===== config.mk =====
export PLATFORM = sky130hd
export DESIGN_NAME = bit_matrix_symmetry_canonical_form
export DESIGN_NICKNAME = d
export VERILOG_FILES = /design/src/rtl/core/bmsc_pkg.sv /design/src/rtl/core/bmsc_norm.sv /design/src/rtl/core/bmsc_flip.sv /design/src/rtl/core/bmsc_min.sv /design/src/rtl/core/bit_matrix_symmetry_canonical_form.sv
export SDC_FILE = /design/constraint.sdc
export NUM_CORES = 2
export LEC_CHECK = 0
export ABC_AREA = 1
export ABC_CLOCK_PERIOD_IN_PS = 82800
export BUFFER_PORTS_ARGS = -buffer_cell sky130_fd_sc_hd__buf_2
export CAP_MARGIN = 10
export CORE_MARGIN = 1
export CORE_UTILIZATION = 25
export CTS_CLUSTER_SIZE = 20
export DETAILED_ROUTE_END_ITERATION = 6
export HOLD_SLACK_MARGIN = 0.1
export PLACE_DENSITY = 0.39
export SLEW_MARGIN = 20
export SYNTH_ARGS = -nofsm -noshare
export SYNTH_HDL_FRONTEND = slang
export SYNTH_SLANG_ARGS = --single-unit

===== constraint.sdc =====
create_clock -name i_clk -period 82.8 [get_ports i_clk]
set_input_delay 4.14 -clock i_clk [delete_from_list [all_inputs] [get_ports i_clk]]
set_output_delay 4.14 -clock i_clk [all_outputs]
set_load 0.01 [all_outputs]

===== src/rtl/core/bmsc_pkg.sv =====
// Package for the binary shape canonical form pipeline.
// Holds the shape type, dimension constants and the mirror, transpose and key functions.
// Depends on nothing.
package bmsc_pkg;

    localparam int Side    = 10;
    localparam int DimW    = 4;
    localparam int KeyW    = Side * Side;
    localparam int FieldsW = 2 * DimW + KeyW;
    localparam int TdataW  = ((FieldsW + 7) / 8) * 8;
    localparam int NumImg  = 8;

    typedef logic [Side-1:0] t_row;

    typedef struct packed {
        logic [DimW-1:0]       w;
        logic [DimW-1:0]       h;
        t_row [Side-1:0]       rows;
    } t_shape;

    function automatic logic [DimW-1:0] f_clamp(input logic [DimW-1:0] v);
        logic [DimW-1:0] r;
        if (v == '0) begin
            r = DimW'(1);
        end else if (v > DimW'(Side)) begin
            r = DimW'(Side);
        end else begin
            r = v;
        end
        return r;
    endfunction

    function automatic t_shape f_transpose(input t_shape s);
        t_shape d;
        d.w = s.h;
        d.h = s.w;
        for (int i = 0; i < Side; i++) begin
            for (int c = 0; c < Side; c++) begin
                d.rows[i][c] = s.rows[c][i];
            end
        end
        return d;
    endfunction

    function automatic t_shape f_flip_rows(input t_shape s);
        t_shape          d;
        logic [DimW-1:0] idx;
        d = s;
        for (int i = 0; i < Side; i++) begin
            idx = s.h - DimW'(1) - DimW'(i);
            if (DimW'(i) < s.h) begin
                d.rows[i] = s.rows[idx];
            end else begin
                d.rows[i] = '0;
            end
        end
        return d;
    endfunction

    function automatic t_shape f_flip_cols(input t_shape s);
        t_shape          d;
        t_row            rev;
        logic [DimW-1:0] sh;
        d  = s;
        sh = DimW'(Side) - s.w;
        for (int i = 0; i < Side; i++) begin
            for (int c = 0; c < Side; c++) begin
                rev[Side-1-c] = s.rows[i][c];
            end
            d.rows[i] = rev >> sh;
        end
        return d;
    endfunction

    // Row 0 lands in the most significant bits so that one unsigned compare
    // gives the row-by-row order.
    function automatic logic [KeyW-1:0] f_key(input t_shape s);
        logic [KeyW-1:0] k;
        for (int i = 0; i < Side; i++) begin
            k[KeyW-1-i*Side -: Side] = s.rows[i];
        end
        return k;
    endfunction

endpackage


===== src/rtl/core/bmsc_norm.sv =====
// First pipeline stage: clamps the dimensions, clears stray cells and
// builds the wide base and, if square, its transpose; uses bmsc_pkg.
module bmsc_norm
    import bmsc_pkg::*;
(
    input  logic   i_clk,
    input  logic   i_rst_n,
    input  logic   i_valid,
    output logic   o_ready,
    input  t_shape i_shape,
    output logic   o_valid,
    input  logic   i_ready,
    output t_shape o_base,
    output t_shape o_trans
);

    logic   r_valid;
    t_shape r_base;
    t_shape r_trans;
    t_shape n_base;
    t_shape n_trans;
    t_shape s;
    t_shape t;

    assign o_ready = !r_valid || i_ready;

    always_comb begin
        s.w = f_clamp(i_shape.w);
        s.h = f_clamp(i_shape.h);
        for (int i = 0; i < Side; i++) begin
            for (int c = 0; c < Side; c++) begin
                s.rows[i][c] = i_shape.rows[i][c] && (DimW'(c) < s.w) && (DimW'(i) < s.h);
            end
        end
        t = f_transpose(s);
        priority if (s.w == s.h) begin
            n_base  = s;
            n_trans = t;
        end else if (s.w < s.h) begin
            n_base  = t;
            n_trans = t;
        end else begin
            n_base  = s;
            n_trans = s;
        end
    end

    always_ff @(posedge i_clk) begin
        if (!i_rst_n) begin
            r_valid <= 1'b0;
        end else if (o_ready) begin
            r_valid <= i_valid;
        end
    end

    always_ff @(posedge i_clk) begin
        if (o_ready && i_valid) begin
            r_base  <= n_base;
            r_trans <= n_trans;
        end
    end

    assign o_valid = r_valid;
    assign o_base  = r_base;
    assign o_trans = r_trans;

endmodule


===== src/rtl/core/bmsc_flip.sv =====
// Second pipeline stage: forms the four mirror images of the base shape and
// of its transpose. Depends on bmsc_pkg.
module bmsc_flip
    import bmsc_pkg::*;
(
    input  logic                 i_clk,
    input  logic                 i_rst_n,
    input  logic                 i_valid,
    output logic                 o_ready,
    input  t_shape               i_base,
    input  t_shape               i_trans,
    output logic                 o_valid,
    input  logic                 i_ready,
    output t_shape [NumImg-1:0]  o_images
);

    logic                r_valid;
    t_shape [NumImg-1:0] r_images;
    t_shape [NumImg-1:0] n_images;
    t_shape              base_v;
    t_shape              trans_v;

    assign o_ready = !r_valid || i_ready;

    always_comb begin
        base_v      = f_flip_rows(i_base);
        trans_v     = f_flip_rows(i_trans);
        n_images[0] = i_base;
        n_images[1] = base_v;
        n_images[2] = f_flip_cols(base_v);
        n_images[3] = f_flip_cols(i_base);
        n_images[4] = i_trans;
        n_images[5] = trans_v;
        n_images[6] = f_flip_cols(trans_v);
        n_images[7] = f_flip_cols(i_trans);
    end

    always_ff @(posedge i_clk) begin
        if (!i_rst_n) begin
            r_valid <= 1'b0;
        end else if (o_ready) begin
            r_valid <= i_valid;
        end
    end

    always_ff @(posedge i_clk) begin
        if (o_ready && i_valid) begin
            r_images <= n_images;
        end
    end

    assign o_valid  = r_valid;
    assign o_images = r_images;

endmodule


===== src/rtl/core/bmsc_min.sv =====
// Registered level of the minimum tree: keeps the lesser shape of each pair.
// Depends on bmsc_pkg.
module bmsc_min
    import bmsc_pkg::*;
#(
    parameter int NumIn = NumImg
) (
    input  logic                  i_clk,
    input  logic                  i_rst_n,
    input  logic                  i_valid,
    output logic                  o_ready,
    input  t_shape [NumIn-1:0]    i_shapes,
    output logic                  o_valid,
    input  logic                  i_ready,
    output t_shape [NumIn/2-1:0]  o_shapes
);

    localparam int NumOut = NumIn / 2;

    logic                r_valid;
    t_shape [NumOut-1:0] r_shapes;
    t_shape [NumOut-1:0] n_shapes;

    assign o_ready = !r_valid || i_ready;

    always_comb begin
        for (int k = 0; k < NumOut; k++) begin
            if (f_key(i_shapes[2*k+1]) < f_key(i_shapes[2*k])) begin
                n_shapes[k] = i_shapes[2*k+1];
            end else begin
                n_shapes[k] = i_shapes[2*k];
            end
        end
    end

    always_ff @(posedge i_clk) begin
        if (!i_rst_n) begin
            r_valid <= 1'b0;
        end else if (o_ready) begin
            r_valid <= i_valid;
        end
    end

    always_ff @(posedge i_clk) begin
        if (o_ready && i_valid) begin
            r_shapes <= n_shapes;
        end
    end

    assign o_valid  = r_valid;
    assign o_shapes = r_shapes;

endmodule


===== src/rtl/core/bit_matrix_symmetry_canonical_form.sv =====
// Top level of the binary shape canonical form block.
// Chains bmsc_norm, bmsc_flip and three bmsc_min levels; depends on bmsc_pkg.
//
//  Channel   Direction  Width  Contents
//  s_axis    in         112    shape_width, shape_height, row_0 .. row_9
//  m_axis    out        112    canon_width, canon_height, canon_row_0 .. canon_row_9
//
// A shape passes through five register stages (normalize, mirror, and three levels of
// the minimum tree) that each hold one shape, and a new shape is accepted in every cycle
// while no stage is stalled.
// Every stage is ready when it is empty or its successor is ready, so a stall
// fills empty stages first and drops nothing. Reset clears the valid bits only.
module bit_matrix_symmetry_canonical_form
    import bmsc_pkg::*;
(
    input  logic              i_clk,
    input  logic              i_rst_n,
    input  logic              i_s_tvalid,
    output logic              o_s_tready,
    // shape_width[3:0], shape_height[7:4], row_0 .. row_9 (10 bits each), zero fill
    input  logic [TdataW-1:0] i_s_tdata,
    output logic              o_m_tvalid,
    input  logic              i_m_tready,
    // canon_width[3:0], canon_height[7:4], canon_row_0 .. canon_row_9, zero fill
    output logic [TdataW-1:0] o_m_tdata
);

    localparam int Lvl1 = NumImg;
    localparam int Lvl2 = NumImg / 2;
    localparam int Lvl3 = NumImg / 4;

    t_shape              in_shape;
    t_shape              base;
    t_shape              trans;
    t_shape [Lvl1-1:0]   images;
    t_shape [Lvl2-1:0]   min_a;
    t_shape [Lvl3-1:0]   min_b;
    t_shape [0:0]        result;
    logic                norm_valid;
    logic                norm_ready;
    logic                flip_valid;
    logic                flip_ready;
    logic                ma_valid;
    logic                ma_ready;
    logic                mb_valid;
    logic                mb_ready;

    always_comb begin
        in_shape.w = i_s_tdata[DimW-1:0];
        in_shape.h = i_s_tdata[2*DimW-1:DimW];
        for (int i = 0; i < Side; i++) begin
            in_shape.rows[i] = i_s_tdata[2*DimW+i*Side +: Side];
        end
    end

    bmsc_norm u_norm (
        .i_clk   (i_clk),
        .i_rst_n (i_rst_n),
        .i_valid (i_s_tvalid),
        .o_ready (o_s_tready),
        .i_shape (in_shape),
        .o_valid (norm_valid),
        .i_ready (norm_ready),
        .o_base  (base),
        .o_trans (trans)
    );

    bmsc_flip u_flip (
        .i_clk    (i_clk),
        .i_rst_n  (i_rst_n),
        .i_valid  (norm_valid),
        .o_ready  (norm_ready),
        .i_base   (base),
        .i_trans  (trans),
        .o_valid  (flip_valid),
        .i_ready  (flip_ready),
        .o_images (images)
    );

    bmsc_min #(.NumIn(Lvl1)) u_min_a (
        .i_clk    (i_clk),
        .i_rst_n  (i_rst_n),
        .i_valid  (flip_valid),
        .o_ready  (flip_ready),
        .i_shapes (images),
        .o_valid  (ma_valid),
        .i_ready  (ma_ready),
        .o_shapes (min_a)
    );

    bmsc_min #(.NumIn(Lvl2)) u_min_b (
        .i_clk    (i_clk),
        .i_rst_n  (i_rst_n),
        .i_valid  (ma_valid),
        .o_ready  (ma_ready),
        .i_shapes (min_a),
        .o_valid  (mb_valid),
        .i_ready  (mb_ready),
        .o_shapes (min_b)
    );

    bmsc_min #(.NumIn(Lvl3)) u_min_c (
        .i_clk    (i_clk),
        .i_rst_n  (i_rst_n),
        .i_valid  (mb_valid),
        .o_ready  (mb_ready),
        .i_shapes (min_b),
        .o_valid  (o_m_tvalid),
        .i_ready  (i_m_tready),
        .o_shapes (result)
    );

    always_comb begin
        o_m_tdata                    = '0;
        o_m_tdata[DimW-1:0]          = result[0].w;
        o_m_tdata[2*DimW-1:DimW]     = result[0].h;
        for (int i = 0; i < Side; i++) begin
            o_m_tdata[2*DimW+i*Side +: Side] = result[0].rows[i];
        end
    end

`ifndef SYNTHESIS
    a_wide_form: assert property (@(posedge i_clk) disable iff (!i_rst_n)
        o_m_tvalid |-> (result[0].w >= result[0].h))
        else $error("canonical shape is taller than wide");

    a_dims_range: assert property (@(posedge i_clk) disable iff (!i_rst_n)
        o_m_tvalid |-> (result[0].h != '0 && result[0].h <= DimW'(Side)
                        && result[0].w != '0 && result[0].w <= DimW'(Side)))
        else $error("canonical dimensions out of range");

    a_stall_only_full: assert property (@(posedge i_clk) disable iff (!i_rst_n)
        !o_s_tready |-> o_m_tvalid)
        else $error("input stalled while output register is empty");
`endif

endmodule

# ---- After elaboration in Yosys (flattened, before gate mapping)
# Cells that the tools add are included.
dict set report totals {
  ff_bits 1793
  latchBits 0
  mem_bits_rw 0
  mem_bits_ro 0
  input_bits 116
  out_inout_bits 114
  elab_cells 621
  n_memories 0
}
dict set report classes {
  add_sub_neg 22
  mul 0
  div_mod_pow 0
  magnitude_cmp 70
  n_eq_ne 1
  shifts 40
  muxes 74
  bitwise_logic 0
  reduce_logical 217
}
# operator count
set op_table {}
lappend op_table {{$bmux W10 S4} 20}
lappend op_table {{$lt A100 B100 Y1} 7}
lappend op_table {{$mux W108} 6}
lappend op_table {{$mux W10} 40}
lappend op_table {{$mux W100} 4}
lappend op_table {{$shr A10 B4 Y10} 40}
lappend op_table {{$logic_and A1 B1 Y1} 205}
lappend op_table {{$lt A4 B5 Y1 const B} 20}
lappend op_table {{$lt A3 B4 Y1 const A} 16}
lappend op_table {{$lt A1 B4 Y1 const A} 8}
lappend op_table {{$lt A2 B4 Y1 const A} 8}
lappend op_table {{$lt A4 B4 Y1 const A} 8}
lappend op_table {{$sub A4 B3 Y4 const B} 8}
lappend op_table {{$mux W4} 4}
lappend op_table {{$sub A4 B1 Y4 const B} 4}
lappend op_table {{$sub A4 B2 Y4 const B} 4}
lappend op_table {{$sub A4 B4 Y4 const B} 4}
lappend op_table {{$gt A4 B4 Y1 const B} 2}
lappend op_table {{$logic_not A4 Y1} 2}
lappend op_table {{$sub A4 B4 Y4 const A} 2}
lappend op_table {{$logic_not A1 Y1} 5}
lappend op_table {{$logic_or A1 B1 Y1} 5}
lappend op_table {{$eq A4 B4 Y1} 1}
lappend op_table {{$lt A4 B4 Y1} 1}

# ---- Logic depth before layout (Yosys ltp)
dict set report logic_depth {
  depth_word 8
  ltp_mapped 25
}

# ---- Modules after synthesis
# Synthesis repeated with hierarchy kept, for this count alone.
dict set report unflattened {
  hier_cells 13859
  area_unflattened_um2 112510.4
}
# module n_inst cells_per_inst area_each_um2 seq_area_each_um2
set by_module_without_submodules {}
lappend by_module_without_submodules {bmsc_flip 1 6329 49122.1 24523.5}
lappend by_module_without_submodules {{bmsc_min (u_min_a)} 1 3699 30390.4 12992.5}
lappend by_module_without_submodules {{bmsc_min (u_min_b)} 1 1845 15145.8 6506.2}
lappend by_module_without_submodules {bmsc_norm 1 1045 10123.5 6206.0}
lappend by_module_without_submodules {{bmsc_min (u_min_c)} 1 936 7694.9 3263.1}
lappend by_module_without_submodules {bit_matrix_symmetry_canonical_form 1 5 33.8 0.0}

# ---- Least setup slack after synthesis
# OpenSTA, ideal clock, no wires.
dict set report synth_timing {
  path_type {input -> register}
  startpoint {input i_m_tready}
  endpoint {register u_flip.r_images (netlist bit u_flip.o_images[100]), enable pin}
  setup_ps 2018
  t_arrival_ps 38164
  setup_slack_ps 42618
  path_stages 8
  n_path_buf 0
  cell_sequence {nor2_1 -> inv_1 -> nor2_1 -> inv_1 -> nor2_1 -> inv_1 -> nor2_1 -> nor2_1}
}
dict set report synth_between {
  elab_chain_cells 5
}
# item line_no
set synth_rtl {}
lappend synth_rtl {{start, declared} bit_matrix_symmetry_canonical_form.sv:23} ;# input logic i_m_tready,
lappend synth_rtl {{$logic_or A1 B1 Y1 (3 in a row)} bmsc_min.sv:24} ;# assign o_ready = !r_valid || i_ready;
lappend synth_rtl {{$logic_or A1 B1 Y1} bmsc_flip.sv:23} ;# assign o_ready = !r_valid || i_ready;
lappend synth_rtl {{$logic_and A1 B1 Y1} bmsc_flip.sv:47} ;# if (o_ready && i_valid) begin
lappend synth_rtl {{end signal, assigned} bmsc_flip.sv:48} ;# r_images <= n_images;
lappend synth_rtl {{end, declared} bmsc_flip.sv:18} ;# t_shape [NumImg-1:0] r_images;
# No other way between the ends.
# A chain may end at the register's enable or synchronous reset.

# ---- Final worst setup path
dict set report layout_timing {
  startpoint {input i_m_tready}
  endpoint {output o_s_tready}
}
dict set report layout_between {
  elab_chain_cells 5
}
# item line_no
set layout_rtl {}
lappend layout_rtl {{$logic_or A1 B1 Y1 (3 in a row)} bmsc_min.sv:24}
lappend layout_rtl {{$logic_or A1 B1 Y1} bmsc_flip.sv:23}
lappend layout_rtl {{$logic_or A1 B1 Y1} bmsc_norm.sv:25} ;# assign o_ready = !r_valid || i_ready;
lappend layout_rtl {{end, declared} bit_matrix_symmetry_canonical_form.sv:19} ;# output logic o_s_tready,
# No other way between the ends.

==> out/metrics.csv <==
metric,value,unit
top_reg_cell synth,edfxtp_1,
most instantiated cells after synthesis,"nand2_1 (3,998), nand3_1 (1,879), edfxtp_1 (1,752), inv_1 (1,153), ha_1 (719)",
Fin Clk Skew,0.07247,ns
worst reg2reg path startpoint,u_flip.o_images[509],
TritonCTS Buffers,224,
worst skew pair latency,0.97,ns
drt drc,0,
HPWL after detailed placement,439600,microns
Critical Path AT,5.65,ns
core area,434800,sq um
Cell variety after synth,52,
Adder-Cell Fraction of Synth Area,8.230,%
Synth Instances,13090,
Critical Path RT,78.66,ns
power per cell area,26.56,nW/um^2
hold slack,0.3864,ns
crit start category,primary input,
DP Cell Count,18450,
Synth Area per Inst,8.354,sq um
number of synthesized flops with an enable pin,1752,
drt total wl,562900,microns
fraction of registers with async set/reset,0,%
final hold vios,0,
first-pass GRT wire length,753200,microns
clk root buf,clkbuf_16,
Synth-to-Final Area Change,12.42,%
Max VDD drop,20.72,uV
xor and xnor area share after synthesis,0.04578,%
f_max,102.2,MHz
Yosys warning total,0,
Post-Place Setup Slack,73.00,ns
Slew Limit Fails,0,
Routed Antenna Nets,0,
Final TNS setup,0,ns
Post-CTS Repair Setup Buffers,0,
post-synthesis mux area share,0.2106,%
gr usage total,24.61,%
post-CTS sizing,0,
vias in the first global route,87740,
GPL Wtd Cong,0.9800,
Crit. Startpoint,i_m_tready,
via count,97520,
GRT Residual Overflow,0,
final worst path period share,11.82,%
Initial Utilization,25.14,%
simple-gate share of the synthesized area,28.20,%
Final Instance Area,122900,sq um
largest family of logic cells by synthesized area,simple AND/OR/NAND/NOR gates,
Synth top area share,48.13,%
Setup WS post-layout,73.01,ns
Crit Path Class,primary input to output port,
final setup fails,0,
Synth Area in Compound Gates,7.585,%
post-layout util,28.26,%
I/O pin count,230,
share of layout cells above drive strength 1,7.090,%
#FFs+latches synth,1757,
H-tree depth,4,
hold_buf cts,0,
crit-path max FO,3,
initial antenna violation count,111,
Hold Path Class,flop to flop,
vias per cell,5.156,
Clock Sink Count,1757,
Relative slew margins,16.24,%
"Seq/Total Area, Yosys",48.22,%
"count leader, synth",nand2_1,
Buffers on Ports,221,
Die Y-Extent,663.3,microns
first-pass iteration count of the detailed router,6,
Nets,13780,
Synth area leader,edfxtp_1,
Pwr Total,3.263,mW
largest net degree at the start of global routing,147,
clock-pin slew on the worst setup and hold paths,0.06,ns
hold wc startpoint,u_flip.o_images[104],
actual slew at the worst max-slew pin,1.243,ns
DIE AREA,439900,sq um
die width,663.3,microns
row cnt,242,
synth top area cells,"edfxtp_1 (48%), nand2_1 (14%), nand3_1 (8.6%), ha_1 (8.2%), inv_1 (4.0%)",
Starting DRT DRC Count,13570,
max cap viols,0,
clk buf depth,4,
fin cells,18910,
CTS tree,built,
DP Area,115500,sq um
Post-Syn Area,109300,sq um
fin crit period,9.788,ns
per-cell routed wire length,29.76,microns
CP Capture Type,output port,
outcome,finished clean,
Leak,53.19,nW
FILL cells,46900,
RSZ-0062 raised after global routing,no,
==> layer usage <==
metal | routed length [microns] | GRT usage, %
met3 | 49090 | 4.132
met2 | 229100 | 34.92
met5 | 62 | 0
met1 | 267800 | 37.74
met4 | 16900 | 6.905
==> sequential cells by signal, indices dropped and copies added, names as in the netlist <==
| register | count |
|---|---|
| u_min_c.o_valid | 1 |
| u_min_b.o_valid | 1 |
| u_norm.o_trans | 108 |
| u_min_b.o_shapes | 216 |
| u_min_c.o_shapes | 108 |
| u_flip.o_valid | 1 |
| u_norm.o_valid | 1 |
| u_min_a.o_valid | 1 |
| u_norm.o_base | 98 |
| u_min_a.o_shapes | 416 |
| u_flip.o_images | 806 |
==> report_power, final <==
part	leakage [nW]	internal [mW]	switching (mW)	total, mW
logic	32.9	0.242	0.826	1.07
registers	16.7	1.09	0.0963	1.19
clock network	3.56	0.573	0.434	1.01
==> critical path, cell delays in order <==
cell	delay (ns)
buf_2	0.10
nor2_1	0.23
inv_1	0.10
nor2_1	0.11
inv_1	0.08
nor2_1	0.08
inv_1	0.07
nor2_1	0.20
inv_1	0.08
nor2_1	0.21
inv_1	0.10
buf_2	0.15
==> placed cells by master (no fill, tap or decap), drive strengths merged, types with 24 or more instances in the layout <==
cell type | netlist | final
nand2 | 4054 | 4054
nand3 | 1905 | 1905
edfxtp | 1752 | 1752
inv | 1186 | 1196
o21ai | 827 | 827
ha | 719 | 719
nor2 | 600 | 600
a21oi | 514 | 514
nand4 | 461 | 461
buf | 403 | 373
clkbuf | 338 | 258
clkinv | 17 | 125
o211ai | 79 | 79
o22ai | 54 | 54
diode | 0 | 48
o21a | 42 | 42
bufinv | 0 | 24
==> path summary, 6_finish.rpt <==
| check | end | slack [ns] | cells after the start |
|---|---|---|---|
| max | o_s_tready | 73.01 | 12 |
| min | u_min_a.o_shapes[104] | 0.39 | 0 |
| max reg2reg | u_min_a.o_shapes[238] | 76.94 | 13 |
| min reg2reg | u_min_a.o_shapes[104] | 0.39 | 0 |
==> layout make-up <==
| class | instances | area [sq um] | share of cell area [%] |
|---|---|---|---|
| clock buffers | 258 | 5754 | 4.683 |
| repair buffers | 373 | 2313 | 1.883 |
| inverters | 1203 | 4553 | 3.705 |
| flip-flops and latches | 1757 | 52710 | 42.89 |
| well taps | 5734 | 7174 | 5.838 |
| clock inverters | 154 | 1549 | 1.260 |
| diodes | 48 | 120.1 | 0.09774 |
| multi-input cells | 9387 | 48710 | 39.64 |
==> cell families after synthesis <==
group	after synthesis
AND/OR/NAND/NOR	7100
XOR/XNOR	4
other	1
AO/OA/AOI/OAI	1537
multiplexers	23
adder cells (fa/ha/maj)	719
flip-flops	1757
buffers and inverters	1944
(Power assumes the default switching activity.)
